<file path="src/cas_pkg.sv">
`timescale 1ns / 1ps
// ----------------------------------------------------------------------------
// cas_pkg
// Types, constants and the default schedule of the actuator sequencer.
// ----------------------------------------------------------------------------
package cas_pkg;

    localparam int MAX_EVENTS = 16;
    localparam int ACTUATORS  = 8;
    localparam int EV_IW      = $clog2(MAX_EVENTS);
    localparam int ACT_IW     = $clog2(ACTUATORS);
    localparam int CNT_W      = 5;
    localparam int CFG_IW     = 1;
    localparam int CFG_DW     = 8;

    localparam logic [1:0] OP_TICK   = 2'd0;
    localparam logic [1:0] OP_LOAD   = 2'd1;
    localparam logic [1:0] OP_TOGGLE = 2'd2;
    localparam logic [1:0] OP_SET    = 2'd3;

    localparam logic [1:0] COND_TIME  = 2'd0;
    localparam logic [1:0] COND_ACCEL = 2'd1;
    localparam logic [1:0] COND_TEMP  = 2'd2;

    localparam logic [CFG_IW-1:0] CFG_EVENTS_IN_USE = 1'd0;
    localparam logic [CFG_IW-1:0] CFG_PWM_MASK      = 1'd1;

    localparam logic [CNT_W-1:0] EVENTS_IN_USE_RST = 5'd4;
    localparam logic [7:0]       PWM_MASK_RST      = 8'd2;
    localparam logic [7:0]       PWM_TOGGLE_LEVEL  = 8'd128;

    typedef struct packed {
        logic [1:0]         opcode;
        logic [31:0]        time_us;
        logic signed [15:0] accel_z;
        logic signed [15:0] temperature;
        logic [3:0]         entry_index;
        logic [2:0]         entry_actuator;
        logic               entry_state;
        logic [7:0]         entry_pwm;
        logic [1:0]         entry_condition;
        logic signed [15:0] entry_threshold;
        logic               entry_greater;
    } req_item_t;

    typedef struct packed {
        logic [2:0] actuator_id;
        logic       actuator_on;
        logic [7:0] pwm_level;
        logic [3:0] event_index;
        logic       from_schedule;
        logic       last;
    } rsp_item_t;

    typedef struct packed {
        logic [31:0]        time_us;
        logic [2:0]         act;
        logic               on;
        logic [7:0]         pwm;
        logic [1:0]         cond;
        logic signed [15:0] thr;
        logic               greater;
    } event_entry_t;

    typedef struct packed {
        logic [1:0]         op;
        logic               slot_ok;
        logic [3:0]         slot;
        logic [31:0]        now;
        logic signed [15:0] accel;
        logic signed [15:0] temp;
        event_entry_t       entry;
    } cmd_t;

    typedef struct packed {
        logic       valid;
        logic [2:0] act;
        logic       on;
        logic [7:0] level;
        logic [3:0] ev;
        logic       sched;
    } result_t;

    function automatic event_entry_t default_entry(input int idx);
        event_entry_t e;
        e = '0;
        case (idx)
            0: begin
                e.time_us = 32'd5000000;
                e.on      = 1'b1;
            end
            1: begin
                e.time_us = 32'd10000000;
            end
            2: begin
                e.time_us = 32'd15000000;
                e.act     = 3'd1;
                e.on      = 1'b1;
                e.pwm     = 8'd128;
                e.cond    = COND_ACCEL;
                e.thr     = -16'sd2560;
            end
            3: begin
                e.time_us = 32'd20000000;
                e.act     = 3'd1;
                e.on      = 1'b1;
                e.pwm     = 8'd255;
                e.cond    = COND_TEMP;
                e.thr     = 16'sd12800;
                e.greater = 1'b1;
            end
            default: e = '0;
        endcase
        return e;
    endfunction

endpackage

</file>
<file path="src/cas_front.sv">
`timescale 1ns / 1ps
// ----------------------------------------------------------------------------
// cas_front
// Input register: accepts items and turns them into back-end commands.
// ----------------------------------------------------------------------------
module cas_front import cas_pkg::*;
(
    input  logic      clk,
    input  logic      rst_n,
    input  logic      req_valid,
    output logic      req_stall,
    input  req_item_t req_item,
    output logic      cmd_valid,
    input  logic      cmd_full,
    output cmd_t      cmd
);

    logic valid_reg;
    logic valid_next;
    cmd_t cmd_reg;
    cmd_t cmd_next;
    logic accept;
    logic push;

    assign req_stall = valid_reg && cmd_full;
    assign accept    = req_valid && !req_stall;
    assign push      = valid_reg && !cmd_full;

    always_comb
    begin
        cmd_next               = cmd_reg;
        if (accept)
        begin
            cmd_next.op            = req_item.opcode;
            cmd_next.slot          = req_item.entry_index;
            cmd_next.slot_ok       = (int'(req_item.entry_index) < MAX_EVENTS);
            cmd_next.now           = req_item.time_us;
            cmd_next.accel         = req_item.accel_z;
            cmd_next.temp          = req_item.temperature;
            cmd_next.entry.time_us = req_item.time_us;
            cmd_next.entry.act     = req_item.entry_actuator;
            cmd_next.entry.on      = req_item.entry_state;
            cmd_next.entry.pwm     = req_item.entry_pwm;
            cmd_next.entry.cond    = req_item.entry_condition;
            cmd_next.entry.thr     = req_item.entry_threshold;
            cmd_next.entry.greater = req_item.entry_greater;
        end
    end

    always_comb
    begin
        valid_next = valid_reg;
        if (accept)
            valid_next = 1'b1;
        else if (push)
            valid_next = 1'b0;
    end

    always_ff @(posedge clk or negedge rst_n)
    begin
        if (!rst_n)
            valid_reg <= 1'b0;
        else
            valid_reg <= valid_next;
    end

    always_ff @(posedge clk)
    begin
        cmd_reg <= cmd_next;
    end

    assign cmd_valid = valid_reg;
    assign cmd       = cmd_reg;

endmodule

</file>
<file path="src/cas_queue.sv">
`timescale 1ns / 1ps
// ----------------------------------------------------------------------------
// cas_queue
// Two-entry command queue between the front and back ends.
// ----------------------------------------------------------------------------
module cas_queue import cas_pkg::*;
(
    input  logic clk,
    input  logic rst_n,
    input  logic push,
    input  cmd_t push_cmd,
    output logic full,
    input  logic pop,
    output logic avail,
    output cmd_t head
);

    cmd_t       slot_reg [2];
    logic       wr_reg;
    logic       wr_next;
    logic       rd_reg;
    logic       rd_next;
    logic [1:0] cnt_reg;
    logic [1:0] cnt_next;
    logic       do_push;
    logic       do_pop;

    assign full    = (cnt_reg == 2'd2);
    assign avail   = (cnt_reg != 2'd0);
    assign do_push = push && !full;
    assign do_pop  = pop && avail;
    assign head    = slot_reg[rd_reg];

    always_comb
    begin
        wr_next  = do_push ? ~wr_reg : wr_reg;
        rd_next  = do_pop ? ~rd_reg : rd_reg;
        cnt_next = cnt_reg + 2'(do_push) - 2'(do_pop);
    end

    always_ff @(posedge clk or negedge rst_n)
    begin
        if (!rst_n)
        begin
            wr_reg  <= 1'b0;
            rd_reg  <= 1'b0;
            cnt_reg <= 2'd0;
        end
        else
        begin
            wr_reg  <= wr_next;
            rd_reg  <= rd_next;
            cnt_reg <= cnt_next;
        end
    end

    always_ff @(posedge clk)
    begin
        if (do_push)
            slot_reg[wr_reg] <= push_cmd;
    end

endmodule

</file>
<file path="src/cas_back.sv">
`timescale 1ns / 1ps
// ----------------------------------------------------------------------------
// cas_back
// Executor: schedule table, table walk on ticks, actuator state, result output.
// ----------------------------------------------------------------------------
module cas_back import cas_pkg::*;
(
    input  logic              clk,
    input  logic              rst_n,
    input  logic              cmd_avail,
    input  cmd_t              cmd,
    output logic              cmd_pop,
    input  logic              cfg_we,
    input  logic [CFG_IW-1:0] cfg_index,
    input  logic [CFG_DW-1:0] cfg_data,
    output logic              rsp_valid,
    input  logic              rsp_stall,
    output rsp_item_t         rsp_item
);

    localparam logic [1:0] ST_IDLE  = 2'd0;
    localparam logic [1:0] ST_WALK  = 2'd1;
    localparam logic [1:0] ST_FLUSH = 2'd2;

    logic [1:0]            state_reg;
    logic [1:0]            state_next;
    logic [CNT_W-1:0]      idx_reg;
    logic [CNT_W-1:0]      idx_next;
    logic [CNT_W-1:0]      eiu_reg;
    logic [7:0]            mask_reg;
    event_entry_t          table_reg [MAX_EVENTS];
    logic [MAX_EVENTS-1:0] fired_reg;
    logic [MAX_EVENTS-1:0] fired_next;
    logic [ACTUATORS-1:0]  on_reg;
    logic [7:0]            lvl_reg [ACTUATORS];
    logic [31:0]           now_reg;
    logic signed [15:0]    accel_reg;
    logic signed [15:0]    temp_reg;
    result_t               pend_reg;
    result_t               pend_next;
    logic                  out_valid_reg;
    logic                  out_valid_next;
    rsp_item_t             out_reg;
    rsp_item_t             out_next;

    logic [CNT_W-1:0]      cnt_lim;
    logic                  in_range;
    event_entry_t          cur;
    logic                  cur_fired;
    logic signed [15:0]    reading;
    logic                  hit;
    logic                  out_free;
    logic                  pend_ok;
    logic                  upd_en;
    logic                  upd_toggle;
    logic [2:0]            upd_act;
    logic                  upd_on;
    logic [7:0]            upd_pwm;
    logic [3:0]            upd_ev;
    logic                  upd_sched;
    logic                  act_ok;
    logic                  act_pwm;
    logic                  new_on;
    logic [7:0]            new_lvl;
    logic [ACT_IW-1:0]     ai;
    logic                  load_en;

    assign cnt_lim   = (eiu_reg > CNT_W'(MAX_EVENTS)) ? CNT_W'(MAX_EVENTS) : eiu_reg;
    assign in_range  = (idx_reg < cnt_lim);
    assign cur       = table_reg[idx_reg[EV_IW-1:0]];
    assign cur_fired = fired_reg[idx_reg[EV_IW-1:0]];
    assign reading   = (cur.cond == COND_ACCEL) ? accel_reg : temp_reg;
    assign out_free  = !out_valid_reg || !rsp_stall;
    assign pend_ok   = !pend_reg.valid || out_free;
    assign cmd_pop   = (state_reg == ST_IDLE) && cmd_avail;
    assign load_en   = cmd_pop && (cmd.op == OP_LOAD) && cmd.slot_ok;

    always_comb
    begin
        case (cur.cond)
            COND_TIME:             hit = (now_reg >= cur.time_us);
            COND_ACCEL, COND_TEMP: hit = cur.greater ? (reading > cur.thr)
                                                     : (reading < cur.thr);
            default:               hit = 1'b0;
        endcase
    end

    // actuator update source: a firing table entry or a direct command
    always_comb
    begin
        upd_en     = 1'b0;
        upd_toggle = 1'b0;
        upd_act    = cmd.entry.act;
        upd_on     = cmd.entry.on;
        upd_pwm    = cmd.entry.pwm;
        upd_ev     = '0;
        upd_sched  = 1'b0;
        if (state_reg == ST_WALK)
        begin
            upd_en    = in_range && !cur_fired && hit && pend_ok;
            upd_act   = cur.act;
            upd_on    = cur.on;
            upd_pwm   = cur.pwm;
            upd_ev    = 4'(idx_reg);
            upd_sched = 1'b1;
        end
        else if (cmd_pop && (cmd.op inside {OP_TOGGLE, OP_SET}))
        begin
            upd_en     = 1'b1;
            upd_toggle = (cmd.op == OP_TOGGLE);
        end
    end

    assign ai      = upd_act[ACT_IW-1:0];
    assign act_ok  = (int'(upd_act) < ACTUATORS);
    assign act_pwm = mask_reg[upd_act];

    always_comb
    begin
        new_on  = on_reg[ai];
        new_lvl = lvl_reg[ai];
        if (act_pwm)
        begin
            if (upd_toggle)
                new_lvl = (lvl_reg[ai] == 8'd0) ? PWM_TOGGLE_LEVEL : 8'd0;
            else
                new_lvl = upd_pwm;
            new_on = (new_lvl != 8'd0);
        end
        else
        begin
            new_on = upd_toggle ? ~on_reg[ai] : upd_on;
        end
    end

    always_comb
    begin
        state_next     = state_reg;
        idx_next       = idx_reg;
        fired_next     = fired_reg;
        pend_next      = pend_reg;
        out_next       = out_reg;
        out_valid_next = out_valid_reg && rsp_stall;
        case (state_reg)
            ST_IDLE:
            begin
                if (cmd_pop)
                begin
                    case (cmd.op)
                        OP_TICK:
                        begin
                            idx_next   = '0;
                            state_next = ST_WALK;
                        end
                        OP_LOAD:
                        begin
                            if (cmd.slot_ok)
                                fired_next[cmd.slot[EV_IW-1:0]] = 1'b0;
                        end
                        default:
                        begin
                            pend_next  = '{act_ok, upd_act, new_on, new_lvl, upd_ev, 1'b0};
                            state_next = ST_FLUSH;
                        end
                    endcase
                end
            end
            ST_WALK:
            begin
                if (!in_range)
                    state_next = ST_FLUSH;
                else if (cur_fired || !hit)
                    idx_next = idx_reg + 1'b1;
                else if (pend_ok)
                begin
                    idx_next                         = idx_reg + 1'b1;
                    fired_next[idx_reg[EV_IW-1:0]]   = 1'b1;
                    if (pend_reg.valid)
                    begin
                        out_next       = '{pend_reg.act, pend_reg.on, pend_reg.level,
                                           pend_reg.ev, pend_reg.sched, 1'b0};
                        out_valid_next = 1'b1;
                    end
                    pend_next = '{act_ok, upd_act, new_on, new_lvl, upd_ev, upd_sched};
                end
            end
            ST_FLUSH:
            begin
                if (!pend_reg.valid)
                    state_next = ST_IDLE;
                else if (out_free)
                begin
                    out_next        = '{pend_reg.act, pend_reg.on, pend_reg.level,
                                        pend_reg.ev, pend_reg.sched, 1'b1};
                    out_valid_next  = 1'b1;
                    pend_next.valid = 1'b0;
                    state_next      = ST_IDLE;
                end
            end
            default: state_next = ST_IDLE;
        endcase
    end

    always_ff @(posedge clk or negedge rst_n)
    begin
        if (!rst_n)
        begin
            state_reg      <= ST_IDLE;
            idx_reg        <= '0;
            fired_reg      <= '0;
            pend_reg       <= '0;
            out_valid_reg  <= 1'b0;
            eiu_reg        <= EVENTS_IN_USE_RST;
            mask_reg       <= PWM_MASK_RST;
            on_reg         <= '0;
            for (int i = 0; i < ACTUATORS; i++)
                lvl_reg[i] <= 8'd0;
            for (int i = 0; i < MAX_EVENTS; i++)
                table_reg[i] <= default_entry(i);
        end
        else
        begin
            state_reg      <= state_next;
            idx_reg        <= idx_next;
            fired_reg      <= fired_next;
            pend_reg       <= pend_next;
            out_valid_reg  <= out_valid_next;
            if (cfg_we)
            begin
                case (cfg_index)
                    CFG_EVENTS_IN_USE: eiu_reg  <= cfg_data[CNT_W-1:0];
                    CFG_PWM_MASK:      mask_reg <= cfg_data;
                    default:           mask_reg <= mask_reg;
                endcase
            end
            if (upd_en && act_ok)
            begin
                on_reg[ai]  <= new_on;
                lvl_reg[ai] <= new_lvl;
            end
            if (load_en)
                table_reg[cmd.slot[EV_IW-1:0]] <= cmd.entry;
        end
    end

    always_ff @(posedge clk)
    begin
        out_reg        <= out_next;
        if (cmd_pop && cmd.op == OP_TICK)
        begin
            now_reg   <= cmd.now;
            accel_reg <= cmd.accel;
            temp_reg  <= cmd.temp;
        end
    end

    assign rsp_valid = out_valid_reg;
    assign rsp_item  = out_reg;

`ifndef SYNTHESIS
    a_idle_no_pending: assert property (@(posedge clk) disable iff (!rst_n)
        state_reg == ST_IDLE |-> !pend_reg.valid)
        else $error("pending result left over in idle");

    a_walk_bound: assert property (@(posedge clk) disable iff (!rst_n)
        state_reg == ST_WALK |-> idx_reg <= cnt_lim)
        else $error("table walk ran past the entry count");

    a_flush_empty: assert property (@(posedge clk) disable iff (!rst_n)
        state_reg == ST_FLUSH && !pend_reg.valid |=> state_reg == ST_IDLE)
        else $error("flush with nothing pending did not return to idle");

    a_walk_not_last: assert property (@(posedge clk) disable iff (!rst_n)
        state_reg == ST_WALK && out_valid_next && !(out_valid_reg && rsp_stall)
        |=> !rsp_item.last)
        else $error("result from mid-walk marked last");
`endif

endmodule

</file>
<file path="src/conditional_actuator_sequencer_top.sv">
`timescale 1ns / 1ps
// ----------------------------------------------------------------------------
// conditional_actuator_sequencer_top
// Event sequencer over a one-shot action table driving relay and PWM outputs.
// ----------------------------------------------------------------------------
// channel   signals                          direction
// req       req_valid, req_stall, req_item   items in
// rsp       rsp_valid, rsp_stall, rsp_item   results out
// cfg       cfg_we, cfg_index, cfg_data      register writes
//
// An accepted item passes the input register and the queue on its way to the back end.
// A tick walks min(events_in_use, 16) entries, one per cycle unless the output stalls.
// Load items finish in idle; toggle and set items also pass through the flush state.
// Reset loads the four default schedule entries and clears all outputs.
// A two-entry queue decouples input from execution; rsp_stall holds the walk.
// ----------------------------------------------------------------------------
module conditional_actuator_sequencer_top import cas_pkg::*;
(
    input  logic              clk,
    input  logic              rst_n,
    input  logic              req_valid,
    output logic              req_stall,
    input  req_item_t         req_item,
    output logic              rsp_valid,
    input  logic              rsp_stall,
    output rsp_item_t         rsp_item,
    input  logic              cfg_we,
    input  logic [CFG_IW-1:0] cfg_index,
    input  logic [CFG_DW-1:0] cfg_data
);

    logic fr_valid;
    logic q_full;
    cmd_t fr_cmd;
    logic q_pop;
    logic q_avail;
    cmd_t q_head;

    cas_front u_front (
        .clk       (clk),
        .rst_n     (rst_n),
        .req_valid (req_valid),
        .req_stall (req_stall),
        .req_item  (req_item),
        .cmd_valid (fr_valid),
        .cmd_full  (q_full),
        .cmd       (fr_cmd)
    );

    cas_queue u_queue (
        .clk      (clk),
        .rst_n    (rst_n),
        .push     (fr_valid),
        .push_cmd (fr_cmd),
        .full     (q_full),
        .pop      (q_pop),
        .avail    (q_avail),
        .head     (q_head)
    );

    cas_back u_back (
        .clk       (clk),
        .rst_n     (rst_n),
        .cmd_avail (q_avail),
        .cmd       (q_head),
        .cmd_pop   (q_pop),
        .cfg_we    (cfg_we),
        .cfg_index (cfg_index),
        .cfg_data  (cfg_data),
        .rsp_valid (rsp_valid),
        .rsp_stall (rsp_stall),
        .rsp_item  (rsp_item)
    );

endmodule
</file>
<file path="config.mk">
export PLATFORM = sky130hd
export DESIGN_NAME = conditional_actuator_sequencer_top
export DESIGN_NICKNAME = d
export VERILOG_FILES = /design/src/cas_pkg.sv /design/src/cas_front.sv /design/src/cas_queue.sv /design/src/cas_back.sv /design/src/conditional_actuator_sequencer_top.sv
export SDC_FILE = /design/constraint.sdc
export NUM_CORES = 2
export LEC_CHECK = 0
export BUFFER_PORTS_ARGS = -buffer_cell sky130_fd_sc_hd__buf_2
export CAP_MARGIN = 5
export CORE_MARGIN = 2
export CORE_UTILIZATION = 58
export DETAILED_ROUTE_END_ITERATION = 10
export PLACE_DENSITY = 0.79
export REMOVE_ABC_BUFFERS = 1
export SYNTH_ARGS = -nofsm -noshare
export SYNTH_HDL_FRONTEND = slang
export SYNTH_SLANG_ARGS = --single-unit
</file>
<file path="constraint.sdc">
create_clock -name clk -period 9.64 [get_ports clk]
set_input_delay 0.964 -clock clk [delete_from_list [all_inputs] [get_ports clk]]
set_output_delay 0.964 -clock clk [all_outputs]
set_load 0.05 [all_outputs]
</file>
# Yosys cells after proc, flatten, opt, wreduce, memory -nomap -nowiden
# Memory sizes are Yosys's and may differ from the RTL's.
# Index checks and enable logic that the tools add are counted.
# word_totals
reg_bits,1323
mem_bits_rw,266
input_bits,115
output_inout_bits,20
elab_cells,348
mem_count,1
# classes
addsub,3
order_cmp,16
eq_ne,23
n_mux,89
n_bitwise,10
n_reduce_logical,49
# mem_list
name,words,word_bits,rd,rd_ports_with_merged_regs,write_ports,line,rtl
u_queue.slot_reg,2,133,1,0,1,cas_queue.sv:18,cmd_t slot_reg [2];
# ops
cell,n
$bwmux W1008,1
$bmux W63 S4,1
$demux W63 S4,1
$mux W18,11
$mux W63,3
$mux W16,7
$bwmux W64,1
$mux W8,8
$pmux W18 S2,1
$pmux W17 S2,1
$ge A32 B32 Y1,1
$pmux W16 S2,1
$mux W5,6
$mux W1,26
$bmux W8 S3,1
$demux W8 S3,1
$logic_and A1 B1 Y1,17
$and A16 B16 Y16,1
$gt A16 B16 Y1,1
$lt A16 B16 Y1,1
$not A16 Y16,1
$or A16 B16 Y16,1
$ne A2 B1 Y1 const B,7
$reduce_and A7 Y1,2
47 further kinds,88

# Depth between registers and ports, before layout
# logic_depth
ltp_word,19
ltp_mapped,25
mapped_depth_nobuf,16

# Modules after synthesis
# From an unflattened synthesis, not the netlist that was laid out.
# unflattened
cells_unflattened,4074
hier_area_um2,68888.6
# by_module_without_submodules
mod,instances,cells_per_inst,area_each_um2,seq_area_each_um2
cas_back,1,3500,55490.7,30942.2
cas_queue,1,435,10063.4,8147.8
cas_front,1,139,3334.4,3057.9

# Worst setup path before layout
# Ideal clock, no wire load.
# synth_path
path_kind,register to register
start,register u_back.idx_reg[0]
end,"register u_back.out_reg, in the netlist u_back.rsp_item[0], enable pin"
setup_time_ns,0.375
t_arrival_ns,6.554
required_time_ns,9.265
slack_ns,2.711
stages_incl_launch_ff,22
n_path_buf,6
synth_period_minus_slack_ns,6.929
path_cell_list,dfrtp_1 > buf_4 > buf_2 > buf_2 > buf_1 > mux4_2 > mux4_2 > inv_1 > ha_1 > clkbuf_1 > buf_1 > mux2_2 > ha_1 > nand4_1 > a2111oi_0 > nor3_1 > a2111o_1 > a21o_1 > nand2_1 > nand2_1 > nor2_1 > o21a_1
# synth_between
elab_chain_cells,13
word_cells_on_any_way,22
cone_classes,order compare: 4; eq/ne: 4; mux: 8; bitwise: 1; reduce/logical: 5
# synth_lines
element,line,rtl
"start, declared",cas_back.sv:27,logic [CNT_W-1:0] idx_reg;
"start signal, assigned",cas_back.sv:224,idx_reg <= idx_next;
$not A4 Y5 (implied by the code),cas_back.sv:70,assign cur = table_reg[idx_reg[EV_IW-1:0]];
$bmux W63 S4,cas_back.sv:70,
$mux W63 (implied by the code) (2 in series),cas_back.sv:70,
$eq A2 B1 Y1,"cas_back.sv:72, cas_back.sv:80",
$mux W16,cas_back.sv:72,assign reading = (cur.cond == COND_ACCEL) ? accel_reg : temp_reg;
$lt A16 B16 Y1 or $gt A16 B16 Y1 (tied branches),"cas_back.sv:83, cas_back.sv:82",
$mux W1,cas_back.sv:82,"COND_ACCEL, COND_TEMP: hit = cur.greater ? (reading > cur.thr)"
$pmux W1 S2,cas_back.sv:80,case (cur.cond)
$logic_not A1 Y1,cas_back.sv:172,else if (cur_fired || !hit)
$logic_or A1 B1 Y1,cas_back.sv:172,
$ne A2 B2 Y1 (no line),n/a,
$reduce_and A7 Y1 (no line) (*),n/a,
"end signal, assigned",cas_back.sv:248,out_reg <= out_next;
"end, declared",cas_back.sv:43,rsp_item_t out_reg;
# Every way passes the cells marked *; elsewhere a longest branch is shown, timed or not. The select of a mux whose other input is x is not followed.
# A chain may end at the register's enable or synchronous reset.

# Worst setup path in the final report
# layout_path
start,register u_back.idx_reg[0]
end,"register u_back.out_reg, in the netlist u_back.rsp_item[14], enable pin"
# The elaborated chain is that of the path after synthesis.

==> impl_metrics.yaml <==
outcome:
  status: "finished clean"
floorplanning:
  coreArea_um2: 109000
  fp.dieH_um: 336
  die_x_um: 336
  initial_utilization_pct: 58.7
  num_io_pins: 135
  die_area_um2: 113000
  num_rows: 121
detailed_routing:
  drt-initial-drc-count: 4327
  dr.pass1.iters: 6
  post-route-drc-count: 0
  wl_per_cell_um: 22.9
  ant_nets: 0
  wl_mm: 155
  vias: 42000
  via_per_inst: 6.23
placed_design:
  dpl.cell_count: 6452
  port_buffers: 134
  place_hpwl_mm: 86.7
  pre_cts_ws_ns: 2.31
  placed_cell_area_um2: 66200
  place.gp.congestion: 0.887
critical_path:
  crit_required_ns: 10.03
  arrival_ns: 7.96
  crit_fanout: 28
  worst_setup_path_start_kind: "register"
  cp-end-kind: "register"
  rrSetupSlack_ns: 2.07
  worstSetupPathType: "register to register"
sta:
  whs_ns: 0.176
  setup_slack_ns: 2.07
  min_period_ns: 7.57
  hold_viol: 0
  slew-limit-headroom_pct: 13.4
  report.final.slew_viol_count: 0
  finClkSkew_ns: 0.0233
  setup_tns_ns: 0
  setup_viol: 0
  max_freq_mhz: 132
  rsz0062_at_grt: "no"
  timing.final.crit_share_pct: 78.5
  worstMarginPinSlew_ns: 1.26
power_and_ir_drop:
  power_leakage_nw: 30.1
  p_total_mw: 23.8
  power_density_nw_per_um2: 334
  ir_drop_uv: 211
final_layout:
  post-route-util_pct: 65.4
  finalNonFillerCells: 6741
  num_antenna_cells: 0
  drive_above_1_share_pct: 20.0
  layout_common_cells: "dfrtp_1, nor2_1, a21oi_1, edfxtp_1, nand2_1"
  area_growth_pct: 11.4
  num-fill-cells: 7543
  final_area_um2: 71300
  ff_latch_area_um2: 40200
  num-nets-final: 5314
  largest_register_ffs: 1008
  layout_commonest_cell: "dfrtp_1"
  multiInputGateArea_um2: 22100
clock_network:
  clock_tree.root_cell: "clkbuf_16"
  cts_tree: "built"
  clk_pin_slew_worst_paths_ns: 0.06
  cts_buffers: 152
  hold_buffers: 0
  clkSinkCount: 1525
  clockBufferDepth: 3
  insertion_delay_ns: 0.78
  cts_setup_buffers: 0
  cts.repair.resized: 0
  cts_max_level: 4
global_routing:
  grt_pass1_vias: 43300
  grt.overflow.total: 0
  grt_max_degree: 188
  gr-usage-all-layers_pct: 28.1
  antenna_found_initial: 1
  grt_first_pass_wirelength_mm: 245
hold_path:
  hp-class: "primary input to async pin"
synthesis:
  synth-simple-area-share_pct: 7.96
  synthMuxAreaShare_pct: 14.9
  synthCells: 5117
  ys_warn_count: 0
  synthFlopType: "dfrtp_1"
  synth-seq-cells: 1525
  synth-async-reset-ratio_pct: 74.8
  synth_xor_area_share_pct: 0.0547
  syn-cell-area_um2: 64000
  yosysSeqAreaShare_pct: 62.7
  synth_top_family_by_area: "multiplexers"
  synth_edf_count: 385
  ys_types: 75
  synth-adder-area-share_pct: 1.25
  synth-compound-area-share_pct: 10.1
  synth.avg_cell_area_um2: 12.5
job:
  drv_cap: 0
-- critical path, stage by stage (launching register included) --
cell and delay [ns]:
dfrtp_4 0.85, buf_4 0.59, mux4_2 0.58, mux4_2 0.53, ha_1 0.51, mux2_2 0.41, ha_1 0.29, nor2b_1 0.16
o211ai_1 0.12, a2111oi_0 0.78, nor3_1 0.21, a2111o_1 0.42, a21o_1 0.32, nand2_1 0.30, nand2_1 0.17, nor2_1 0.15
o21a_1 0.72
-- worst paths after layout --
kind	start	endpoint	cells after the start
worst min-delay path	rst_n	u_back.table_reg[162]	1
worst min register to register	u_front.cmd[81]	u_queue.slot_reg[0][81]	0
max in group asynchronous	rst_n	u_back.on_reg[5]	3
worst max-delay path	u_back.idx_reg[0]	u_back.rsp_item[14]	16
min in group clk	req_item[96]	u_front.cmd[124]	1
worst max register to register	u_back.idx_reg[0]	u_back.rsp_item[14]	16
-- per-layer routing --
layer  GRT usage, %  vias up  routed length [um]
met1           37.7    21400               61200
met5              0        -                  13
met2           46.2     1887               76800
met4           10.9        2                5050
li1               -    18300                   -
met3           5.05      396               11500
-- area by class of cell --
cell class	count	area share (%)
clock inverters	61	0.898
clock buffers	223	6.33
flip-flops and latches	1525	56.3
inverters	109	0.573
well taps	1476	2.59
repair buffers	254	2.34
multi-input cells	3093	31.0
-- power breakdown --
| part | switching, mW | internal, mW | total, mW |
|---|---|---|---|
| Combinational | 4.49 | 3.12 | 7.61 |
| Clock | 2.52 | 3.49 | 6.00 |
| Sequential | 1.17 | 9.04 | 10.2 |
-- synthesized netlist by cell type, types with 10 or more instances --
library cell	count	share of area [%]
nand4_1	20	0.20
o21ai_1	18	0.14
edfxtp_1	385	18
a21o_1	10	0.12
nand2_1	347	2.0
o211ai_1	14	0.16
mux4_2	308	11
dfrtp_1	1078	42
inv_1	108	0.63
nand2b_1	24	0.23
mux2i_1	101	1.6
clkbuf_1	288	1.7
nor2b_1	10	0.098
buf_2	20	0.16
nand3_1	19	0.15
a21oi_1	785	6.1
ha_1	64	1.3
dfstp_2	62	2.5
mux2_2	135	2.4
nor3_1	14	0.11
buf_1	71	0.42
o22a_1	11	0.15
o21ai_0	278	2.2
nor2_1	806	4.7
-- cell families after synthesis --
group	Yosys count
fa+ha+maj	64
xor+xnor	4
flops	1525
compound gates	1202
mux	547
buf+inv	499
simple gates	1276
Note: power is estimated with default switching activity, not from simulation.
